### src/rtl/wmr_pkg.sv
// Shared types and constants for the wired mailbox router.
// Used by wmr_ctrl, wmr_dpath and wired_mailbox_router; no dependencies.
`timescale 1ns / 1ps

package wmr_pkg;

   localparam int OP_W     = 3;
   localparam int NODE_FW  = 3;
   localparam int PORT_FW  = 2;
   localparam int VALUE_W  = 31;
   localparam int WIDX_FW  = 5;
   localparam int TTL_W    = 19;
   localparam int TYPE_W   = 3;
   localparam int STATUS_W = 3;
   localparam int EVENT_W  = 6;
   localparam int FILL_W   = 4;
   localparam int CLOCK_W  = 48;

   localparam logic [TTL_W-1:0]   TTL_MAX    = 19'd300000;
   localparam logic [VALUE_W-1:0] WORD16_MAX = 31'd65535;

   // signal type codes
   localparam logic [TYPE_W-1:0] SIG_NONE   = 3'd0;
   localparam logic [TYPE_W-1:0] SIG_ZERO   = 3'd1;
   localparam logic [TYPE_W-1:0] SIG_BOOL   = 3'd2;
   localparam logic [TYPE_W-1:0] SIG_WORD   = 3'd3;
   localparam logic [TYPE_W-1:0] SIG_ANY    = 3'd4;
   localparam logic [TYPE_W-1:0] SIG_WORD_B = 3'd5;
   localparam logic [TYPE_W-1:0] SIG_BOOL_B = 3'd6;

   typedef enum logic [OP_W-1:0] {
      OP_TICK     = 3'd0,
      OP_EMIT     = 3'd1,
      OP_RECEIVE  = 3'd2,
      OP_WIRE     = 3'd3,
      OP_IN_PORT  = 3'd4,
      OP_OUT_PORT = 3'd5
   } wmr_op_type;

   typedef enum logic [STATUS_W-1:0] {
      ST_OK     = 3'd0,
      ST_RANGE  = 3'd1,
      ST_FULL   = 3'd2,
      ST_UNDECL = 3'd3,
      ST_EMPTY  = 3'd4
   } wmr_status_type;

   typedef enum logic [3:0] {
      S_IDLE,
      S_DISPATCH,
      S_PF_WIRE,
      S_PF_FIND,
      S_PF_CMP,
      S_PF_COUNT,
      S_DL_START,
      S_DL_WIRE,
      S_DL_FIND,
      S_DL_CMP,
      S_DL_WRITE,
      S_RX_CHK,
      S_RX_EVAL,
      S_RESP
   } wmr_state_type;

   typedef struct packed {
      logic [CLOCK_W-1:0] expiry;
      logic [PORT_FW-1:0] port;
      logic [VALUE_W-1:0] value;
   } wmr_entry_type;

   typedef struct packed {
      logic                capture;
      logic                tick;
      logic                tbl_write;
      logic                emit_init;
      logic                wire_load;
      logic                find_read;
      logic                find_cmp;
      logic                pf_count;
      logic                idx_next;
      logic                dl_init;
      logic                deliver;
      logic                rx_read;
      logic                rx_drop;
      logic                rx_pop;
      logic                rsp_load;
      logic [STATUS_W-1:0] status;
   } wmr_cmd_type;

   typedef struct packed {
      logic [OP_W-1:0] op;
      logic            node_ok;
      logic            emit_undecl;
      logic            value_bad;
      logic            idx_end;
      logic            wire_use;
      logic            find_done;
      logic            pf_full;
      logic            rx_empty;
      logic            rx_expired;
      logic            out_free;
   } wmr_stat_type;

   function automatic logic value_fits(input logic [TYPE_W-1:0] t,
                                       input logic [VALUE_W-1:0] v);
      logic ok;
      ok = 1'b1;
      if (t == SIG_BOOL || t == SIG_BOOL_B) begin
         ok = (v <= 31'd1);
      end else if (t == SIG_ZERO) begin
         ok = (v == '0);
      end else if (t == SIG_WORD || t == SIG_WORD_B) begin
         ok = (v <= WORD16_MAX);
      end
      return ok;
   endfunction

endpackage

### src/rtl/wmr_ctrl.sv
// Sequencer for the wired mailbox router: walks tick, emit, receive and table ops.
// Depends on wmr_pkg; drives wmr_dpath through the command struct.
`timescale 1ns / 1ps

module wmr_ctrl (
   input  logic                 clock,
   input  logic                 reset,
   input  logic                 req_valid,
   output logic                 req_ready,
   input  wmr_pkg::wmr_stat_type stat,
   output wmr_pkg::wmr_cmd_type  cmd
);

   wmr_pkg::wmr_state_type            state_ff, state_in;
   logic [wmr_pkg::STATUS_W-1:0]      code_ff, code_in;

   always_ff @(posedge clock) begin
      if (reset) begin
         state_ff <= wmr_pkg::S_IDLE;
         code_ff  <= wmr_pkg::ST_OK;
      end else begin
         state_ff <= state_in;
         code_ff  <= code_in;
      end
   end

   always_comb begin
      state_in   = state_ff;
      code_in    = code_ff;
      cmd        = '0;
      cmd.status = code_ff;
      req_ready  = 1'b0;
      case (state_ff)
         wmr_pkg::S_IDLE: begin
            req_ready = 1'b1;
            if (req_valid) begin
               cmd.capture = 1'b1;
               state_in    = wmr_pkg::S_DISPATCH;
            end
         end
         wmr_pkg::S_DISPATCH: begin
            code_in  = wmr_pkg::ST_OK;
            state_in = wmr_pkg::S_RESP;
            case (stat.op)
               wmr_pkg::OP_TICK: begin
                  cmd.tick = 1'b1;
               end
               wmr_pkg::OP_EMIT: begin
                  if (stat.emit_undecl) begin
                     code_in = wmr_pkg::ST_UNDECL;
                  end else if (stat.value_bad) begin
                     code_in = wmr_pkg::ST_RANGE;
                  end else begin
                     cmd.emit_init = 1'b1;
                     state_in      = wmr_pkg::S_PF_WIRE;
                  end
               end
               wmr_pkg::OP_RECEIVE: begin
                  if (!stat.node_ok) begin
                     code_in = wmr_pkg::ST_EMPTY;
                  end else begin
                     state_in = wmr_pkg::S_RX_CHK;
                  end
               end
               default: begin
                  cmd.tbl_write = 1'b1;
               end
            endcase
         end
         // preflight: count room needed per recipient before touching anything
         wmr_pkg::S_PF_WIRE: begin
            if (stat.idx_end) begin
               state_in = wmr_pkg::S_DL_START;
            end else if (stat.wire_use) begin
               cmd.wire_load = 1'b1;
               state_in      = wmr_pkg::S_PF_FIND;
            end else begin
               cmd.idx_next = 1'b1;
            end
         end
         wmr_pkg::S_PF_FIND: begin
            if (stat.find_done) begin
               state_in = wmr_pkg::S_PF_COUNT;
            end else begin
               cmd.find_read = 1'b1;
               state_in      = wmr_pkg::S_PF_CMP;
            end
         end
         wmr_pkg::S_PF_CMP: begin
            cmd.find_cmp = 1'b1;
            state_in     = wmr_pkg::S_PF_FIND;
         end
         wmr_pkg::S_PF_COUNT: begin
            if (stat.pf_full) begin
               code_in  = wmr_pkg::ST_FULL;
               state_in = wmr_pkg::S_RESP;
            end else begin
               cmd.pf_count = 1'b1;
               state_in     = wmr_pkg::S_PF_WIRE;
            end
         end
         wmr_pkg::S_DL_START: begin
            cmd.dl_init = 1'b1;
            state_in    = wmr_pkg::S_DL_WIRE;
         end
         wmr_pkg::S_DL_WIRE: begin
            if (stat.idx_end) begin
               code_in  = wmr_pkg::ST_OK;
               state_in = wmr_pkg::S_RESP;
            end else if (stat.wire_use) begin
               cmd.wire_load = 1'b1;
               state_in      = wmr_pkg::S_DL_FIND;
            end else begin
               cmd.idx_next = 1'b1;
            end
         end
         wmr_pkg::S_DL_FIND: begin
            if (stat.find_done) begin
               state_in = wmr_pkg::S_DL_WRITE;
            end else begin
               cmd.find_read = 1'b1;
               state_in      = wmr_pkg::S_DL_CMP;
            end
         end
         wmr_pkg::S_DL_CMP: begin
            cmd.find_cmp = 1'b1;
            state_in     = wmr_pkg::S_DL_FIND;
         end
         wmr_pkg::S_DL_WRITE: begin
            cmd.deliver = 1'b1;
            state_in    = wmr_pkg::S_DL_WIRE;
         end
         wmr_pkg::S_RX_CHK: begin
            if (stat.rx_empty) begin
               code_in  = wmr_pkg::ST_EMPTY;
               state_in = wmr_pkg::S_RESP;
            end else begin
               cmd.rx_read = 1'b1;
               state_in    = wmr_pkg::S_RX_EVAL;
            end
         end
         wmr_pkg::S_RX_EVAL: begin
            if (stat.rx_expired) begin
               cmd.rx_drop = 1'b1;
               state_in    = wmr_pkg::S_RX_CHK;
            end else begin
               cmd.rx_pop = 1'b1;
               code_in    = wmr_pkg::ST_OK;
               state_in   = wmr_pkg::S_RESP;
            end
         end
         wmr_pkg::S_RESP: begin
            if (stat.out_free) begin
               cmd.rsp_load = 1'b1;
               state_in     = wmr_pkg::S_IDLE;
            end
         end
         default: begin
            state_in = wmr_pkg::S_IDLE;
         end
      endcase
   end

endmodule

### config.mk
export PLATFORM = sky130hd
export DESIGN_NAME = wmr_ctrl
export DESIGN_NICKNAME = d
export VERILOG_FILES = /design/src/rtl/wmr_pkg.sv /design/src/rtl/wmr_ctrl.sv
export SDC_FILE = /design/constraint.sdc
export NUM_CORES = 1
export LEC_CHECK = 0
export ABC_AREA = 1
export BUFFER_PORTS_ARGS = -buffer_cell sky130_fd_sc_hd__buf_2
export CORE_MARGIN = 8
export CORE_UTILIZATION = 45
export DETAILED_ROUTE_END_ITERATION = 8
export GPL_TIMING_DRIVEN = 0
export MAX_ROUTING_LAYER = met4
export PLACE_DENSITY = 0.79
export SLEW_MARGIN = 10
export SYNTH_ARGS = -nofsm -noshare
export SYNTH_HDL_FRONTEND = slang
export SYNTH_SLANG_ARGS = --single-unit
### constraint.sdc
create_clock -name clock -period 1.7 [get_ports clock]
set_input_delay 0.085 -clock clock [delete_from_list [all_inputs] [get_ports clock]]
set_output_delay 0.085 -clock clock [all_outputs]
set_load 0.005 [all_outputs]
==> impl.org, run 1 <==
** Detailed routing
- Summed over all nets, wire length on met2 after detailed routing comes to 1250 um.
- For this block, wires on met1 add up to 1010 um.
- Number of vias after detailed routing :: 1,079
- After detailed routing, the number of remaining DRC violations is 0.
- Post-detailed-route via-to-cell ratio :: 5.19
- Post-DR wirelength/cell :: 11.6 um
- Number of nets with antenna violations after detailed routing :: 0
- In the detailed route, the total length drawn on met3 is 134 um.
- The first routing iteration left 38 violations.
- Wires add up to 2410 um.
- Number of detailed-route iterations in the first pass :: 4
- Signal routing reaches up to met4.

** Timing
- Headroom to the max-slew limit came out at 74.6%.
- Setup repair after global routing missed its margin :: false
- The number of hold violations in the final report came to 0.
- At the pin with the least slew margin, the transition time is 380 ps.
- Setup total negative slack on the finished layout was measured at 0 ps.
- Final setup skew :: 8.05 ps
- Setup violations remaining at the end of the flow were counted as 0.
- Derived from the worst setup path, the maximum achievable clock frequency is 0.649 GHz.
- The worst path uses 90.6% of the clock period.
- The number of max-slew violations in the final report is 0.
- Counting I/O delays and the setup requirement, the final critical path takes 1540 ps.
- After layout, the worst setup slack is 160 ps.

** Final layout
- Registers take 140 um^2.
- Number of inserted filler cells in the final layout :: 194
- In the final layout, the multi-input gates occupy 536 um^2.
- P&R area growth vs syn :: 27.6%
- Cell Count, Final, Fillers Out :: 208
- NumNets Final :: 208
- Antenna diode count :: 0
- Fraction of final layout cells sized beyond drive strength 1 :: 27.7%

** Logic synthesis
- FF+latch count, synth :: 7
- In this run the mean area of a mapped cell was 5.15 um^2.
- After synthesis, the largest family of logic cells by area is simple AND/OR/NAND/NOR gates.
- Simple logic cell fraction of the synthesized area :: 59.2%
- Mux contribution to synthesized area :: 0%
- The synthesized netlist devotes 8.73% of its cell area to compound gates.
- After Yosys synthesis, full adders, half adders and majority gates account for 0% of the synthesized area.
- The synthesized netlist devotes 0% of its cell area to XOR and XNOR gates.
- Netlist cell types :: 17
- In this run the cell area of the synthesized design comes to 788 um^2.
- The share of the Yosys chip area taken by registers is 17.8%.
- During synthesis, Yosys emitted a total of 0 warnings.
- The number of nets in the synthesized netlist is 169.
- Counting every instance in the synthesized netlist gives 153.

** Worst setup path
- Data on the critical path is required at its endpoint by 1620 ps.
- The worst setup path is captured at a primary output.
- At the worst endpoint, the arrival time is 1460 ps.
- The largest individual stage delay along the critical path comes from the cell sky130_fd_sc_hd__dfxtp_1.
- Setup crit start kind :: flop
- Cell-by-cell listing of the critical path :: nand2_2 > inv_1 > nand2_2 > nand2_1 > nand3_2 > inv_1 > buf_2
- Class of the most critical setup path :: reg -> out
- Largest fanout of any net on the critical path :: 6
- The largest single stage delay on the critical path is 450 ps.

** Clock network
- Clock-pin slew of the registers on the worst-case setup and hold paths :: 50 ps
- The clock reaches the later pin of the worst-skew pair after 250 ps.
- Number of clock buffers inserted by TritonCTS :: 3
- The number of gates resized after CTS was 0.
- Number of H-tree levels :: 1
- Deepest clock path buffer count :: 2
- Hold buffer count at cts :: 0
- Buffers added to address setup during post-CTS repair amount to 0.
- The clock drives 7 sinks.
- TritonCTS built the clock tree.
- Cell at the root of the clock tree :: sky130_fd_sc_hd__clkbuf_4

** Job
- Max-cap violations in this run came to 0.

** Power and ir drop
- IR drop worst, VDD :: 792 uV
- Pwr per Cell Area :: 1340 nW/um^2
- Pleak :: 0.000677 uW

** GRT
- Pin count of the biggest net entering global routing :: 7
- The initial antenna violation count was 0.
- Tot GR Track Use :: 15.6%
- Vias in the first global route :: 1,031
- First-pass GRT wire length :: 4220 um
- Remaining Overflow, GRT :: 0

** Floorplan
- Initial Utilization :: 46.7%
- Chip width :: 57.9 um
- The floorplan step defined a die boundary enclosing 3350 um^2.
- The die is 57.9 um tall.
- The core region is 1690 um^2.
- Row generation in the floorplan step produced 15 rows.
- IO Pins :: 35

** Place
- Counting tap cells, the placed design contains a total of 204 instances.
- At the end of routability-driven placement, the weighted congestion stood at 0.883.
- Detailed placement HPWL :: 2100 um
- Buffers placed on the I/O ports in this run total 34.
- At the placement stage, the worst setup path has a slack of 260 ps.

** Worst hold path
- Class of the worst hold path :: in -> reg

** Run status
- The flow ran to the end, and the final reports show no timing, DRC or antenna violations.
[synth_stat cells]
| master | instances | share of area (%) |
|---|---|---|
| sky130_fd_sc_hd__nand2_1 | 40 | 19 |
| sky130_fd_sc_hd__nor2_1 | 28 | 13 |
| sky130_fd_sc_hd__inv_1 | 27 | 13 |
| sky130_fd_sc_hd__nand3_1 | 14 | 8.9 |
| sky130_fd_sc_hd__dfxtp_1 | 7 | 18 |
| sky130_fd_sc_hd__nand2_2 | 6 | 4.8 |
| sky130_fd_sc_hd__o21ai_0 | 6 | 3.8 |
| sky130_fd_sc_hd__a21oi_1 | 5 | 3.2 |
| sky130_fd_sc_hd__nand4_1 | 4 | 3.2 |
| sky130_fd_sc_hd__nor2_2 | 4 | 3.2 |
| sky130_fd_sc_hd__inv_2 | 3 | 1.4 |
| sky130_fd_sc_hd__nor3_1 | 3 | 1.9 |
| sky130_fd_sc_hd__nor2_4 | 2 | 2.9 |
| sky130_fd_sc_hd__a31oi_1 | 1 | 0.79 |
| sky130_fd_sc_hd__nand3_2 | 1 | 1.3 |
| sky130_fd_sc_hd__nor4_1 | 1 | 0.79 |
| sky130_fd_sc_hd__o21a_1 | 1 | 0.95 |
[path summary, 6_finish.rpt]
check        slack [ps]                       end                startpoint  depth (start not counted)
max reg2reg         240   code_ff[1]$_SDFFE_PP0P_  state_ff[3]$_SDFFE_PP0P_                          9
min reg2reg         520   code_ff[0]$_SDFFE_PP0P_   code_ff[0]$_SDFFE_PP0P_                          4
max                 160                    cmd[9]  state_ff[0]$_SDFFE_PP0P_                          7
min                  60  state_ff[1]$_SDFFE_PP0P_                     reset                          2
[routing by layer]
| metal | up-vias | global-route usage (%) |
|---|---|---|
| met4 | 0 | 4.55 |
| met1 | 492 | 16.0 |
| met2 | 36 | 29.0 |
| li1 | 549 | - |
| met5 | - | - |
| met3 | 2 | 3.31 |
[cell type report]
class,instances,share of cell area [%]
sequential,7,13.9
timing repair buffer,34,16.9
multi-input combinational,116,53.2
tap,17,2.11
inverter,30,11.2
clock buffer,4,2.61
[state kept, by name (all words and copies together) (netlist names)]
name / cells
state_ff: 4
code_ff: 3
[layout by cell type, fill, tap and decap left out, drive strengths merged]
master  netlist  layout
inv          30      30
a21oi         5       5
nor2         34      34
nand2        46      46
buf           0      34
nand4         4       4
a31oi         1       1
clkbuf        0       4
nor4          1       1
o21ai         6       6
nor3          3       3
nand3        15      15
dfxtp         7       7
o21a          1       1
[kinds of logic after synthesis]
| family | after synthesis |
|---|---|
| and+or+nand+nor | 103 |
| buffers and inverters | 30 |
| AOI/OAI and AO/OA | 13 |
| DFF | 7 |
[per-stage QoR]
step / utilization, % / hold WS, ps / power (uW) / instance area (um^2)
final: 59.6 / 55.9 / 1350 / 1010
after global routing: 59.6 / 58.3 / 1510 / 1010
after floorplan: - / 154 / 935 / 788
after global placement: 58.0 / 305 / 1180 / 980
after detailed placement: 58.0 / 307 / 1200 / 980
after CTS: 59.6 / 48.0 / 1360 / 1010
[power by group]
part	switching, uW	internal (uW)	total (uW)
registers	73.6	223	297
clock network	60.8	89.5	150
logic	576	326	902
[worst max-delay path, delay by kind of cell, from the launching register on]
| family | cells | cell delay, ps |
|---|---|---|
| buffers and inverters | 3 | 310 |
| and+or+nand+nor | 4 | 450 |
| DFF | 1 | 450 |
Power figures use the tool's default switching activity.
==> inputs of run 2 (changes only) <==
ABC_AREA = not set   (was 1)
PLACE_DENSITY = 0.77   (was 0.79)
clock period = 1.5 ns   (was 1.7 ns; I/O delays follow)
==> impl.org, run 2 <==
** Run status
- Outcome :: finished, violations left
- Violations in the final reports :: setup timing

** Logic synthesis
- In the synthesized netlist, the cells that appear most often are sky130_fd_sc_hd__nor2_1, sky130_fd_sc_hd__a21oi_1, sky130_fd_sc_hd__nand2_1.
- Synth Net Count :: 137
- Syn Area/Cell :: 7.25 um^2
- sky130_fd_sc_hd__dfxtp_1 takes more of the synthesized area than any other cell.
- For this run, the leading register cell type out of synthesis is sky130_fd_sc_hd__dfxtp_1.
- Counting every instance in the synthesized netlist gives 121.
- Cells taking the most area after synthesis :: sky130_fd_sc_hd__dfxtp_1, sky130_fd_sc_hd__nor2_1, sky130_fd_sc_hd__a21oi_1
- After synthesis, the share of flip-flops with an asynchronous set or reset is 0%.
- After synthesis, the largest area contributor takes up 16.0% of total cell area.
- By instance count, the leading cell after synthesis is sky130_fd_sc_hd__nor2_1.
- In this run, synthesis inferred 0 flip-flops with an integrated enable.
- The mapped netlist covers 877 um^2.
- After synthesis the netlist holds a flip-flop and latch count of 7.
- Yosys printed 0 warnings.
- Of the synthesized area, sequential elements account for 16.0%.
- Netlist cell types :: 42

** Timing
- Counting I/O delays and the setup requirement, the final critical path takes 1580 ps.
- Max transition margin :: 66.5%
- Final setup skew :: 1.09 ps
- Timing would allow up to 0.632 GHz.
- Final setup violation count :: 10
- Max-slew violations :: 0
- After layout, the worst path uses 106% of the clock period.
- The number of hold violations in the final report came to 0.
- For the pin with the worst max-slew slack, the measured transition is 499 ps.
- Worst Slack Setup Final :: -82.8 ps
- Setup repair after global routing could not meet its margin everywhere.

** Final layout
- Relative to the synthesized area, the layout overhead comes to 66.9%.
- Most frequent standard cell in the layout excluding fill and tap cells :: sky130_fd_sc_hd__buf_2
- Antenna diode count :: 0
- Fill cells in the final layout number 128.
- Leaving out fill and tap cells, the most frequent cells in the layout are sky130_fd_sc_hd__buf_2, sky130_fd_sc_hd__buf_4, sky130_fd_sc_hd__buf_6.
- The post-route netlist has 53.7% of its cells at a drive strength greater than 1.
- Finished Cell Area :: 1460 um^2
- For this run, the post-layout net count is 192.
- Cells fill 77.0% of the core in the end.
- The largest registers in the layout are state_ff (4), code_ff (3).
- Summing all multi-input logic gate instances after layout gives 795 um^2.
- The register with the most flip-flops in the layout has 4 of them.
- Summing all flip-flop and latch instances after layout gives 153 um^2.
- Biggest register :: state_ff

** Worst hold path
- Class of the worst hold path :: in -> reg
- HP Start :: stat[0]

** Power and ir drop
- Cell internal power was estimated by the tool at 1480 uW.
- NetSw :: 1320 uW
- Fraction of power consumed by the clock network :: 6.5%
- Sequential fraction of design power :: 13.4%
- The analysis attributes to cell leakage a power of 0.000675 uW.
- Combinational logic is responsible for 80.1% of the overall power.
- The worst-case IR drop observed on VDD is 1050 uV.
- Switching power as a share of total power :: 47.2%
- Pwr per Cell Area :: 1910 nW/um^2
- The completed layout was analyzed and its total power is 2800 uW.

** Worst setup path
- The critical path starts at state_ff[3]$_SDFFE_PP0P_.
- STA puts the critical path data arrival time at 1770 ps.
- Class of the most critical setup path :: reg -> reg
- In this run the critical register-to-register path is launched from state_ff[3]$_SDFFE_PP0P_.
- The worst setup path is captured at a flop.
- For the worst setup path, the data required time is 1680 ps.
- Largest fanout of any net on the critical path :: 6
- Setup crit start kind :: flop

** Place
- Detailed placement HPWL :: 2110 um
- Number of buffer cells added on primary ports :: 33
- Placer Congestion :: 0.935
- Standard cell area after detailed placement :: 1080 um^2

** GRT
- The via count of the first global-routing pass came to 1,068.
- Pin count of the biggest net entering global routing :: 11
- Remaining Overflow, GRT :: 0
- Global routing used 17.7% of the available tracks across all layers.
- First-pass GRT wire length :: 4860 um
- The initial antenna violation count is 0.

** Detailed routing
- Post-detailed-route via-to-cell ratio :: 6.32
- Number of nets with antenna violations after detailed routing :: 0
- Wire length after detailed routing :: 3800 um
- For this block, the initial DRC count from the detailed router was 88.
- Number of detailed-route iterations in the first pass :: 7
- Number of vias after detailed routing :: 1,276
- Post-DR wirelength/cell :: 18.8 um
- For this run, design rule violations remaining after detail routing come to 0.

** Clock network
- The clock net in this run drives a total of 7 sinks.
- Deepest clock path buffer count :: 2
- Cell at the root of the clock tree :: sky130_fd_sc_hd__clkbuf_4
- CTS built an H-tree with a depth of 1.
- After clock tree synthesis, the clock-pin slew on the worst setup and hold paths is 50 ps.
- Clock tree synthesis inserted a total of 3 buffers.
- Insertion delay of the later-clocked pin in the worst-skew pair :: 260 ps
- TritonCTS built the clock tree.

** Floorplan
- The floorplan step defined a die boundary enclosing 3620 um^2.
- Standard cell core area :: 1900 um^2
- Vertical die dimension :: 60.2 um
- Initial Utilization :: 46.1%
- Standard-cell rows :: 16
- The die is 60.2 um wide.
- For this design the top-level I/O count stands at 35.

** Job
- Number of violations of the max-capacitance limit :: 0
## run 2: cell types whose count changed after synthesis, sizes merged, moves of 3 or more
cell	change
a21oi	+3
buf	+10
nor3	+3
inv	-25
nand2b	+7
nand2	-38
nor2	-23
nand3	-14
mux2i	+4
a31oi	+4
nor2b	+3
nor3b	+3
or4b	+4
nand4	-3
## run 2: power groups by stage
stage	sequential (uW)	combinational (uW)	clock (uW)
after floorplan	285	983	0
after global placement	297	1310	0
after detailed placement	298	1330	0
after CTS	335	1610	181
after global routing	382	2360	199
final	376	2240	182
## run 2: critical path, stage by stage, from the launching register on
cell	delay [ps]
sky130_fd_sc_hd__dfxtp_4	360
sky130_fd_sc_hd__buf_4	160
sky130_fd_sc_hd__nand4bb_1	170
sky130_fd_sc_hd__o221ai_2	140
sky130_fd_sc_hd__or4b_1	490
sky130_fd_sc_hd__mux2i_1	180
## run 2: cell families after synthesis
family                 share of synthesized area [%]
XOR/XNOR                                        2.00
multiplexers                                    7.13
flip-flops                                      16.0
AO/OA/AOI/OAI                                   26.3
AND/OR/NAND/NOR                                 40.4
buffers and inverters                           8.27
## run 2: per-stage QoR
stage          worst slack (ps)  setup TNS, ps  hold slack [ps]  cells
2_1_floorplan               159              0              183    121
3_3_place_gp               -110           -235              402    181
3_5_place_dp               -104           -341              396    181
4_1_cts                    -128           -545              121    190
5_1_grt                    -183          -1370              150    202
6_report                  -82.8           -557              159    202
## run 2: what timing repair did
item	CTS	global route
cloned	0	2
resized for setup	32	31
hold buffers	0	0
pin swaps	3	11
buffers inserted	5	11
endpoints found under the setup margin	19	19
## run 2: per-layer routing
layer  GRT usage (%)  vias up  routed length, um
li1                -      564                  -
met1            21.4      579               1410
met2            27.1      116               1860
met3            2.15       17                424
met4            10.5        0                109
met5               -        -                  0
## run 2: area by class of cell
class	instances	share of cell area, %
inverter	5	1.62
multi-input combinational	99	54.3
clock buffer	4	1.79
buffer	9	7.26
tap	27	2.31
timing repair buffer	51	22.3
sequential	7	10.4
## run 2: final timing paths
path                                            endpoint  slack, ps  depth (start not counted)
worst min-delay path            state_ff[3]$_SDFFE_PP0P_        160                          3
worst max-delay path             code_ff[0]$_SDFFE_PP0P_        -80                          5
worst min register to register   code_ff[2]$_SDFFE_PP0P_        480                          2
worst max register to register   code_ff[0]$_SDFFE_PP0P_        -80                          5
